File: config.mk
export PLATFORM = sky130hd
export DESIGN_NAME = decimal_text_to_clamped_fixed
export DESIGN_NICKNAME = d
export VERILOG_FILES = /design/src/rtl/dtcf_pkg.sv /design/src/rtl/decimal_text_to_clamped_fixed.sv
export SDC_FILE = /design/constraint.sdc
export NUM_CORES = 1
export LEC_CHECK = 0
export BUFFER_PORTS_ARGS = -buffer_cell sky130_fd_sc_hd__buf_2
export CAP_MARGIN = 20
export CORE_MARGIN = 2
export CORE_UTILIZATION = 40
export CTS_BUF_LIST = sky130_fd_sc_hd__clkbuf_4
export CTS_CLUSTER_DIAMETER = 80
export DETAILED_ROUTE_END_ITERATION = 16
export GPL_TIMING_DRIVEN = 0
export HOLD_SLACK_MARGIN = 0.08
export PLACE_DENSITY_LB_ADDON = 0.08
export SLEW_MARGIN = 20
export SYNTH_ARGS = -nofsm -noshare
export SYNTH_HDL_FRONTEND = slang
export SYNTH_SLANG_ARGS = --single-unit
File: constraint.sdc
create_clock -name i_clk -period 21.8 [get_ports i_clk]
set_clock_uncertainty 0.2 [all_clocks]
set_input_delay 4.36 -clock i_clk [delete_from_list [all_inputs] [get_ports i_clk]]
set_output_delay 4.36 -clock i_clk [all_outputs]
set_load 0.005 [all_outputs]
File: src/rtl/dtcf_pkg.sv
// ----------------------------------------------------------------------------
// dtcf_pkg: shared constants for the decimal text to clamped fixed converter
// Character codes, default parameter values and a power-of-ten helper.
// ----------------------------------------------------------------------------
package dtcf_pkg;

    // Default parameter values
    localparam int FRAC_DIGITS_DEF = 4;
    localparam int INT_BITS_DEF    = 16;
    localparam int MAX_FRAC_DIGITS = 4;
    localparam int MAX_INT_BITS    = 32;

    // Q16.16 format
    localparam int FRAC_BITS  = 16;
    localparam int VALUE_BITS = 32;
    localparam int WIDE_BITS  = MAX_INT_BITS + FRAC_BITS;

    // Configuration register indexes
    localparam logic CFG_MIN_SCALE = 1'b0;
    localparam logic CFG_MAX_SCALE = 1'b1;

    // Reset values of the configuration registers
    localparam logic [VALUE_BITS-1:0] MIN_SCALE_RST = 32'd65536;
    localparam logic [VALUE_BITS-1:0] MAX_SCALE_RST = 32'd262144;

    // Character codes
    localparam logic [7:0] CH_NUL   = 8'h00;
    localparam logic [7:0] CH_ZERO  = 8'h30;
    localparam logic [7:0] CH_NINE  = 8'h39;
    localparam logic [7:0] CH_POINT = 8'h2E;
    localparam logic [7:0] CH_LOW_X = 8'h78;
    localparam logic [7:0] CH_UP_X  = 8'h58;

    // 10^n for 0 <= n <= MAX_FRAC_DIGITS
    function automatic longint unsigned pow10(input int n);
        longint unsigned p;
        p = 64'd1;
        for (int k = 0; k < MAX_FRAC_DIGITS; k++) begin
            if (k < n) begin
                p = p * 64'd10;
            end
        end
        return p;
    endfunction

endpackage

File: src/rtl/decimal_text_to_clamped_fixed.sv
// ----------------------------------------------------------------------------
// decimal_text_to_clamped_fixed: decimal text to clamped Q16.16 value
// Parses digits, one point and an optional trailing x/X, one byte per beat,
// and gives one clamped Q16.16 result per string.
// ----------------------------------------------------------------------------
// Throughput: one text byte per cycle while the result channel does not stall;
// a new string may start the next cycle. After the last byte is taken the result
// beat passes the snapshot, reciprocal multiply and clamp/output registers.
// Reset (synchronous, active low) clears the parse state and the pipeline and
// loads min_scale = 1.0 and max_scale = 4.0.
module decimal_text_to_clamped_fixed #(
    parameter int FRAC_DIGITS = dtcf_pkg::FRAC_DIGITS_DEF,
    parameter int INT_BITS    = dtcf_pkg::INT_BITS_DEF
) (
    input  logic        i_clk,
    input  logic        i_rst_n,
    // configuration write port
    input  logic        i_cfg_we,
    input  logic        i_cfg_index,
    input  logic [31:0] i_cfg_data,
    // text input channel
    input  logic        i_in_valid,
    output logic        o_in_ready,
    input  logic [7:0]  i_text_byte,
    input  logic        i_last_byte,
    // result channel
    output logic        o_out_valid,
    input  logic        i_out_ready,
    output logic [31:0] o_scale_value,
    output logic        o_parse_ok,
    output logic        o_int_overflow
);
    import dtcf_pkg::*;

    // Fraction scaled to FRAC_DIGITS digits, then divided by 10^FRAC_DIGITS
    localparam longint unsigned DEN = pow10(FRAC_DIGITS);
    localparam int DBITS = $clog2(DEN);
    localparam int CBITS = $clog2(FRAC_DIGITS + 1);
    localparam int NBITS = FRAC_BITS + DBITS;
    localparam int SHIFT = NBITS + DBITS;
    localparam int MBITS = NBITS + 2;
    localparam int PBITS = NBITS + MBITS;
    localparam int IBITS = INT_BITS + 4;
    localparam logic [NBITS-1:0] HALF  = NBITS'(DEN / 2);
    localparam logic [MBITS-1:0] RECIP = MBITS'(((64'd1 << SHIFT) + DEN - 64'd1) / DEN);
    localparam logic [IBITS-1:0] INT_LIMIT = IBITS'({INT_BITS{1'b1}});

    // Configuration registers
    logic [VALUE_BITS-1:0] r_min_scale;
    logic [VALUE_BITS-1:0] r_max_scale;

    always_ff @(posedge i_clk) begin
        if (!i_rst_n) begin
            r_min_scale <= MIN_SCALE_RST;
            r_max_scale <= MAX_SCALE_RST;
        end else if (i_cfg_we) begin
            unique case (i_cfg_index)
                CFG_MIN_SCALE: r_min_scale <= i_cfg_data;
                CFG_MAX_SCALE: r_max_scale <= i_cfg_data;
                default:       r_min_scale <= r_min_scale;
            endcase
        end
    end

    // Pipeline advances whenever the output register is free or drained
    logic adv;
    logic accept;
    assign adv        = !o_out_valid || i_out_ready;
    assign o_in_ready = adv;
    assign accept     = i_in_valid && adv;

    // Parse state
    logic               r_has_digit, r_has_point, r_suffix, r_failed, r_ended;
    logic               r_overflow;
    logic [INT_BITS-1:0] r_int;
    logic [DBITS-1:0]   r_frac;
    logic [CBITS-1:0]   r_count;

    logic               n_has_digit, n_has_point, n_suffix, n_failed, n_ended;
    logic               n_overflow;
    logic [INT_BITS-1:0] n_int;
    logic [DBITS-1:0]   n_frac;
    logic [CBITS-1:0]   n_count;

    logic               is_digit;
    logic [3:0]         digit;
    logic [IBITS-1:0]   int_step;
    logic [DBITS-1:0]   frac_weight;

    // Per-byte parse step
    always_comb begin
        is_digit    = (i_text_byte >= CH_ZERO) && (i_text_byte <= CH_NINE);
        digit       = 4'(i_text_byte - CH_ZERO);
        int_step    = IBITS'({r_int, 3'b000}) + IBITS'({r_int, 1'b0}) + IBITS'(digit);
        frac_weight = DBITS'(pow10(FRAC_DIGITS - 1 - int'(r_count)));

        n_has_digit = r_has_digit;
        n_has_point = r_has_point;
        n_suffix     = r_suffix;
        n_failed     = r_failed;
        n_ended      = r_ended;
        n_overflow   = r_overflow;
        n_int        = r_int;
        n_frac       = r_frac;
        n_count      = r_count;

        priority if (r_ended || r_failed) begin
            n_ended = r_ended;
        end else if (i_text_byte == CH_NUL) begin
            n_ended = 1'b1;
        end else if (r_suffix) begin
            // nothing may follow the suffix
            n_failed = 1'b1;
        end else if (is_digit) begin
            n_has_digit = 1'b1;
            if (r_has_point) begin
                // extra fraction digits are checked but dropped
                if (r_count < CBITS'(FRAC_DIGITS)) begin
                    n_frac  = r_frac + DBITS'(frac_weight * DBITS'(digit));
                    n_count = r_count + CBITS'(1);
                end
            end else if (int_step > INT_LIMIT) begin
                n_int      = {INT_BITS{1'b1}};
                n_overflow = 1'b1;
            end else begin
                n_int = INT_BITS'(int_step);
            end
        end else if (i_text_byte == CH_POINT && !r_has_point) begin
            n_has_point = 1'b1;
        end else if ((i_text_byte == CH_LOW_X || i_text_byte == CH_UP_X) && r_has_digit) begin
            n_suffix = 1'b1;
        end else begin
            n_failed = 1'b1;
        end
    end

    // Parse state registers, cleared after the closing byte
    always_ff @(posedge i_clk) begin
        if (!i_rst_n || (accept && i_last_byte)) begin
            r_has_digit <= 1'b0;
            r_has_point <= 1'b0;
            r_suffix     <= 1'b0;
            r_failed     <= 1'b0;
            r_ended      <= 1'b0;
            r_overflow   <= 1'b0;
            r_int        <= '0;
            r_frac       <= '0;
            r_count      <= '0;
        end else if (accept) begin
            r_has_digit <= n_has_digit;
            r_has_point <= n_has_point;
            r_suffix     <= n_suffix;
            r_failed     <= n_failed;
            r_ended      <= n_ended;
            r_overflow   <= n_overflow;
            r_int        <= n_int;
            r_frac       <= n_frac;
            r_count      <= n_count;
        end
    end

    // Stage 1: snapshot of the finished string
    logic                r_s1_valid;
    logic                r_s1_ok;
    logic                r_s1_ovf;
    logic [INT_BITS-1:0] r_s1_int;
    logic [DBITS-1:0]    r_s1_frac;

    always_ff @(posedge i_clk) begin
        if (!i_rst_n) begin
            r_s1_valid <= 1'b0;
        end else if (adv) begin
            r_s1_valid <= accept && i_last_byte;
        end
    end

    always_ff @(posedge i_clk) begin
        if (adv) begin
            r_s1_ok   <= !n_failed && n_has_digit;
            r_s1_ovf  <= n_overflow;
            r_s1_int  <= n_int;
            r_s1_frac <= n_frac;
        end
    end

    // Stage 2: fraction = (frac * 2^16 + DEN/2) / DEN by exact reciprocal
    logic [NBITS-1:0]     numer;
    logic [PBITS-1:0]     prod;
    logic                 r_s2_valid;
    logic                 r_s2_ok;
    logic                 r_s2_ovf;
    logic [INT_BITS-1:0]  r_s2_int;
    logic [FRAC_BITS-1:0] r_s2_q;

    assign numer = {r_s1_frac, {FRAC_BITS{1'b0}}} + HALF;
    assign prod  = PBITS'(numer) * PBITS'(RECIP);

    always_ff @(posedge i_clk) begin
        if (!i_rst_n) begin
            r_s2_valid <= 1'b0;
        end else if (adv) begin
            r_s2_valid <= r_s1_valid;
        end
    end

    always_ff @(posedge i_clk) begin
        if (adv) begin
            r_s2_ok  <= r_s1_ok;
            r_s2_ovf <= r_s1_ovf;
            r_s2_int <= r_s1_int;
            r_s2_q   <= prod[SHIFT +: FRAC_BITS];
        end
    end

    // Stage 3: assemble, saturate to 32 bits, clamp
    logic [WIDE_BITS-1:0]  wide_value;
    logic [VALUE_BITS-1:0] value;
    logic [VALUE_BITS-1:0] n_scale;

    always_comb begin
        wide_value = WIDE_BITS'({r_s2_int, r_s2_q});
        value = (|wide_value[WIDE_BITS-1:VALUE_BITS]) ? {VALUE_BITS{1'b1}}
                                                       : wide_value[VALUE_BITS-1:0];
        priority if (!r_s2_ok || !(value > r_min_scale)) begin
            n_scale = r_min_scale;
        end else if (value > r_max_scale) begin
            n_scale = r_max_scale;
        end else begin
            n_scale = value;
        end
    end

    always_ff @(posedge i_clk) begin
        if (!i_rst_n) begin
            o_out_valid <= 1'b0;
        end else if (adv) begin
            o_out_valid <= r_s2_valid;
        end
    end

    always_ff @(posedge i_clk) begin
        if (adv) begin
            o_scale_value  <= n_scale;
            o_parse_ok     <= r_s2_ok;
            o_int_overflow <= r_s2_ok && r_s2_ovf;
        end
    end

endmodule
==> results.md <==
- Status: complete, no violations
- Die Height: ~230 µm
- EDFF count, synth: 100
- Syn nets: 2,725
- Largest net degree at the start of global routing: 73
- Cts bufs inserted: 56
- Insertion delay to the later sink of the worst-skew pair: 0.78 ns
- CTS Hold Buffers Added: 0
- Setup TNS: 0 ns
- DP HPWL: 43.0 mm
- Global placer's final weighted congestion: 0.876
- Post-CTS Setup Bufs: 0
- Effective utilization at floorplan: 0.405
- Total wire length: 52.6 mm
- Ports: 83
- Fin crit period: 10.16 ns
- Max Cap Viol: 0
- Ys flop type: dfxtp_1
- CP Class: primary input to output pin
- Critical Path RT: 17.24 ns
- Cell mode on critical path: buf_2
- Netlist cell types: 63
- Post_cts resized: 0
- Routed length per instance: 17.6 µm
- Vias in the first global route: between 15,000 and 20,000
- Die area: 53,900 µm²
- Port bufs: a little over 80
- Area grow syn2layout: 9.96%
- Fin nets: 2,865
- Placed instance count: about 2,900
- CP max stage delay: 0.38 ns
- Cell Rows: 83
- Final worst-path cycle share: 0.466
- RSZ-0062 raised after global routing: no
- CP max FO: 72
- WP buf/inv: 4
- Syn Area/Cell: 9.83 µm²
- Startpoint types: primary input
- Seq/Total Area, Yosys: 0.246
- Post-DRT Antenna Nets: 0
- Initial antenna violation count: 2
- H-tree depth: 2
- # DRC: 0
- CTS Sinks: 206
- Synth Cell Area: roughly 21,000 µm²
- P per Cell Area: 50.1 nW/µm²
- First-pass detailed-route iteration total: 5
- Drt via density: 5.00
- CTS tree: yes
- Worst IR Drop VDD: around 0.027 mV
- Layout cell share with drive strength beyond 1: 0.109
- GRT Residual Overflow: 0
- Synth async-reset ratio: 0
- Clock Path Buffers: 3
- Synth Register Bits: 206
- First-pass GRT wire length: roughly 86 mm
- Synthesized instance count: 2,119
- Final setup vio count: 0
- Root buffer cell: clkbuf_4
- Crit path max-delay family: buffers and inverters
- Fmax: around 98 MHz
- Vias: about 15,000
- Pins Over Slew Limit: 0
- Crit. End Element: output pin
- Post-route insts no fill: roughly 3,000
- Slowest CP cell: nor2b_1
- CTS clk-pin slew, worst paths: 0.07 ns
- Chip width: between 200 and 250 µm
- Worst-Margin Slew: approximately 1.0 ns
- Slew margin rel.: 0.320
- Leakage power: 11.5 nW
- Syn. warnings: 0
- Core Area: just over 50,000 µm²
- Crit-path cells: buf_2 > nor2b_1 > inv_6 > buf_16 > buf_2
- Overall routing resource usage: 0.204
- Crit path DAT: 5.60 ns
- Initial DRC Count: 696
- Tightest Hold Check Type: flip-flop to flip-flop
- Final hold viol count: 0
-- sequential cells by signal, summed over array words and instances, names as in the netlist, 3 cells and up --
name / cells
r_int: 16
r_s1_int: 16
r_s2_q: 16
r_count: 3
r_s1_frac: 14
r_s2_int: 16
r_max_scale: 32
r_min_scale: 32
r_frac: 14
o_scale_value: 32
-- routing by layer --
metal | GRT usage | routed length (µm)
met5 | 0 | 0
met4 | 0.0423 | 824
met3 | 0.0351 | 1950
met2 | 0.345 | 24900
met1 | 0.272 | 24900
-- placed cells by master, fill, tap and decap left out, types with 6 or more instances in the layout --
cell type / Yosys / final
inv_1: 386 / 385
ha_1: 358 / 358
nand2_1: 210 / 210
fa_1: 201 / 201
dfxtp_1: 106 / 106
edfxtp_1: 100 / 100
nor2_1: 99 / 99
clkbuf_4: 0 / 92
buf_2: 7 / 88
a21oi_1: 83 / 83
a21boi_0: 65 / 65
o21ai_0: 47 / 47
a21o_1: 47 / 47
clkbuf_1: 41 / 41
xnor2_1: 37 / 37
mux2i_1: 34 / 34
a21oi_2: 30 / 30
a31oi_1: 29 / 29
nor2b_1: 20 / 20
nand4_1: 18 / 18
nand3_1: 18 / 18
xor2_1: 18 / 18
and2_1: 16 / 16
and3_1: 13 / 13
mux2_2: 12 / 12
o21a_1: 12 / 12
a211oi_1: 11 / 11
clkinv_1: 0 / 10
o211ai_1: 9 / 9
nand2b_1: 8 / 8
nor2_2: 8 / 8
o21bai_1: 6 / 6
buf_6: 6 / 6
-- power breakdown --
| part | switching [W] | internal, W | leakage (nW) |
|---|---|---|---|
| sequential | 0.0000141 | 0.000423 | 2.07 |
| clock | 0.000170 | 0.000202 | 0.461 |
| combinational | 0.000197 | 0.000141 | 9.01 |
-- worst register-to-register path, cell delays in order, from the launching register on --
cell	delay [ns]
edfxtp_1	0.65
inv_1	0.38
ha_1	0.73
ha_1	0.34
inv_1	0.08
fa_1	0.43
fa_1	0.51
fa_1	0.54
fa_1	0.55
inv_1	0.06
fa_1	0.49
ha_1	0.31
ha_1	0.30
a21oi_1	0.06
o21ai_0	0.41
a32oi_1	0.15
a311oi_1	0.82
o2111ai_1	0.33
a21oi_2	0.34
a2111oi_0	0.16
nor3_1	0.25
xnor2_1	0.10
-- final cells by class --
type                    count  area [µm²]
fillers                  5016       28500
multi-input cells        1473       14000
flip-flops and latches    206        5120
inverters                 386        1450
well taps                 680         851
clock buffers              92         691
repair buffers             82         433
plain buffers              54         256
clock inverters            14        83.8
diodes                      4        10.0
-- path summary, 6_finish.rpt --
path,startpoint,depth (start not counted),slack [ns],endpoint
min reg2reg,r_s1_int[4],0,0.17,r_s2_int[4]
min,r_s1_int[4],0,0.17,r_s2_int[4]
max,i_out_ready,5,11.64,o_in_ready
max reg2reg,r_s1_frac[1],21,13.43,r_s2_q[15]
-- cell families (layout without fill, tap and decap cells) --
kind of cell | Yosys count | in the layout | share of synthesized area
muxes | 46 | 46 | 0.0228
adders and majority gates | 559 | 559 | 0.408
buffers and inverters | 440 | 628 | 0.0819
DFF | 206 | 206 | 0.246
AOI/OAI and AO/OA | 371 | 371 | 0.121
xor gates and xnor gates | 55 | 55 | 0.0231
and+or+nand+nor | 442 | 442 | 0.0966
other | 0 | 4 | 0
-- synth_stat cells (3+ instances only) --
cell       instances  area, µm²
a2111oi_0          4       35.0
a211oi_1          11       82.6
a21boi_0          65        488
a21o_1            47        353
a21oi_1           83        415
a21oi_2           30        263
a221o_1            3       30.0
a31oi_1           29        181
and2_1            16        100
and3_1            13       81.3
and4_1             3       26.3
buf_2              7       35.0
buf_6              6       67.6
clkbuf_1          41        154
dfxtp_1          106       2120
edfxtp_1         100       3000
fa_1             201       4020
ha_1             358       4480
inv_1            386       1450
mux2_2            12        135
mux2i_1           34        340
nand2_1          210        788
nand2b_1           8       50.1
nand3_1           18       90.1
nand4_1           18        113
nor2_1            99        372
nor2_2             8       50.1
nor2b_1           20        125
nor3_1             5       25.0
nor4_1             4       25.0
o211ai_1           9       67.6
o21a_1            12       90.1
o21ai_0           47        235
o21bai_1           6       45.0
or2_2              5       31.3
or4_1              4       30.0
xnor2_1           37        324
xor2_1            18        158
-- per-stage QoR --
| step | setup WS (ns) | hold WS, ns | utilization | total power (W) | instance area (µm²) |
|---|---|---|---|---|---|
| 4_1_cts | 11.64 | 0.165 | 0.445 | 0.00117 | 22900 |
| 5_1_grt | 11.57 | 0.166 | 0.445 | 0.00124 | 22900 |
| 6_report | 11.64 | 0.166 | 0.445 | 0.00115 | 22900 |
| 3_5_place_dp | 11.64 | 0.205 | 0.430 | 0.000785 | 22100 |
| 3_3_place_gp | 9.21 | 0.204 | 0.430 | 0.000782 | 22100 |
| 2_1_floorplan | 10.81 | 0.200 | - | 0.000687 | 20800 |
No activity file was read; power rests on OpenSTA's default activity.
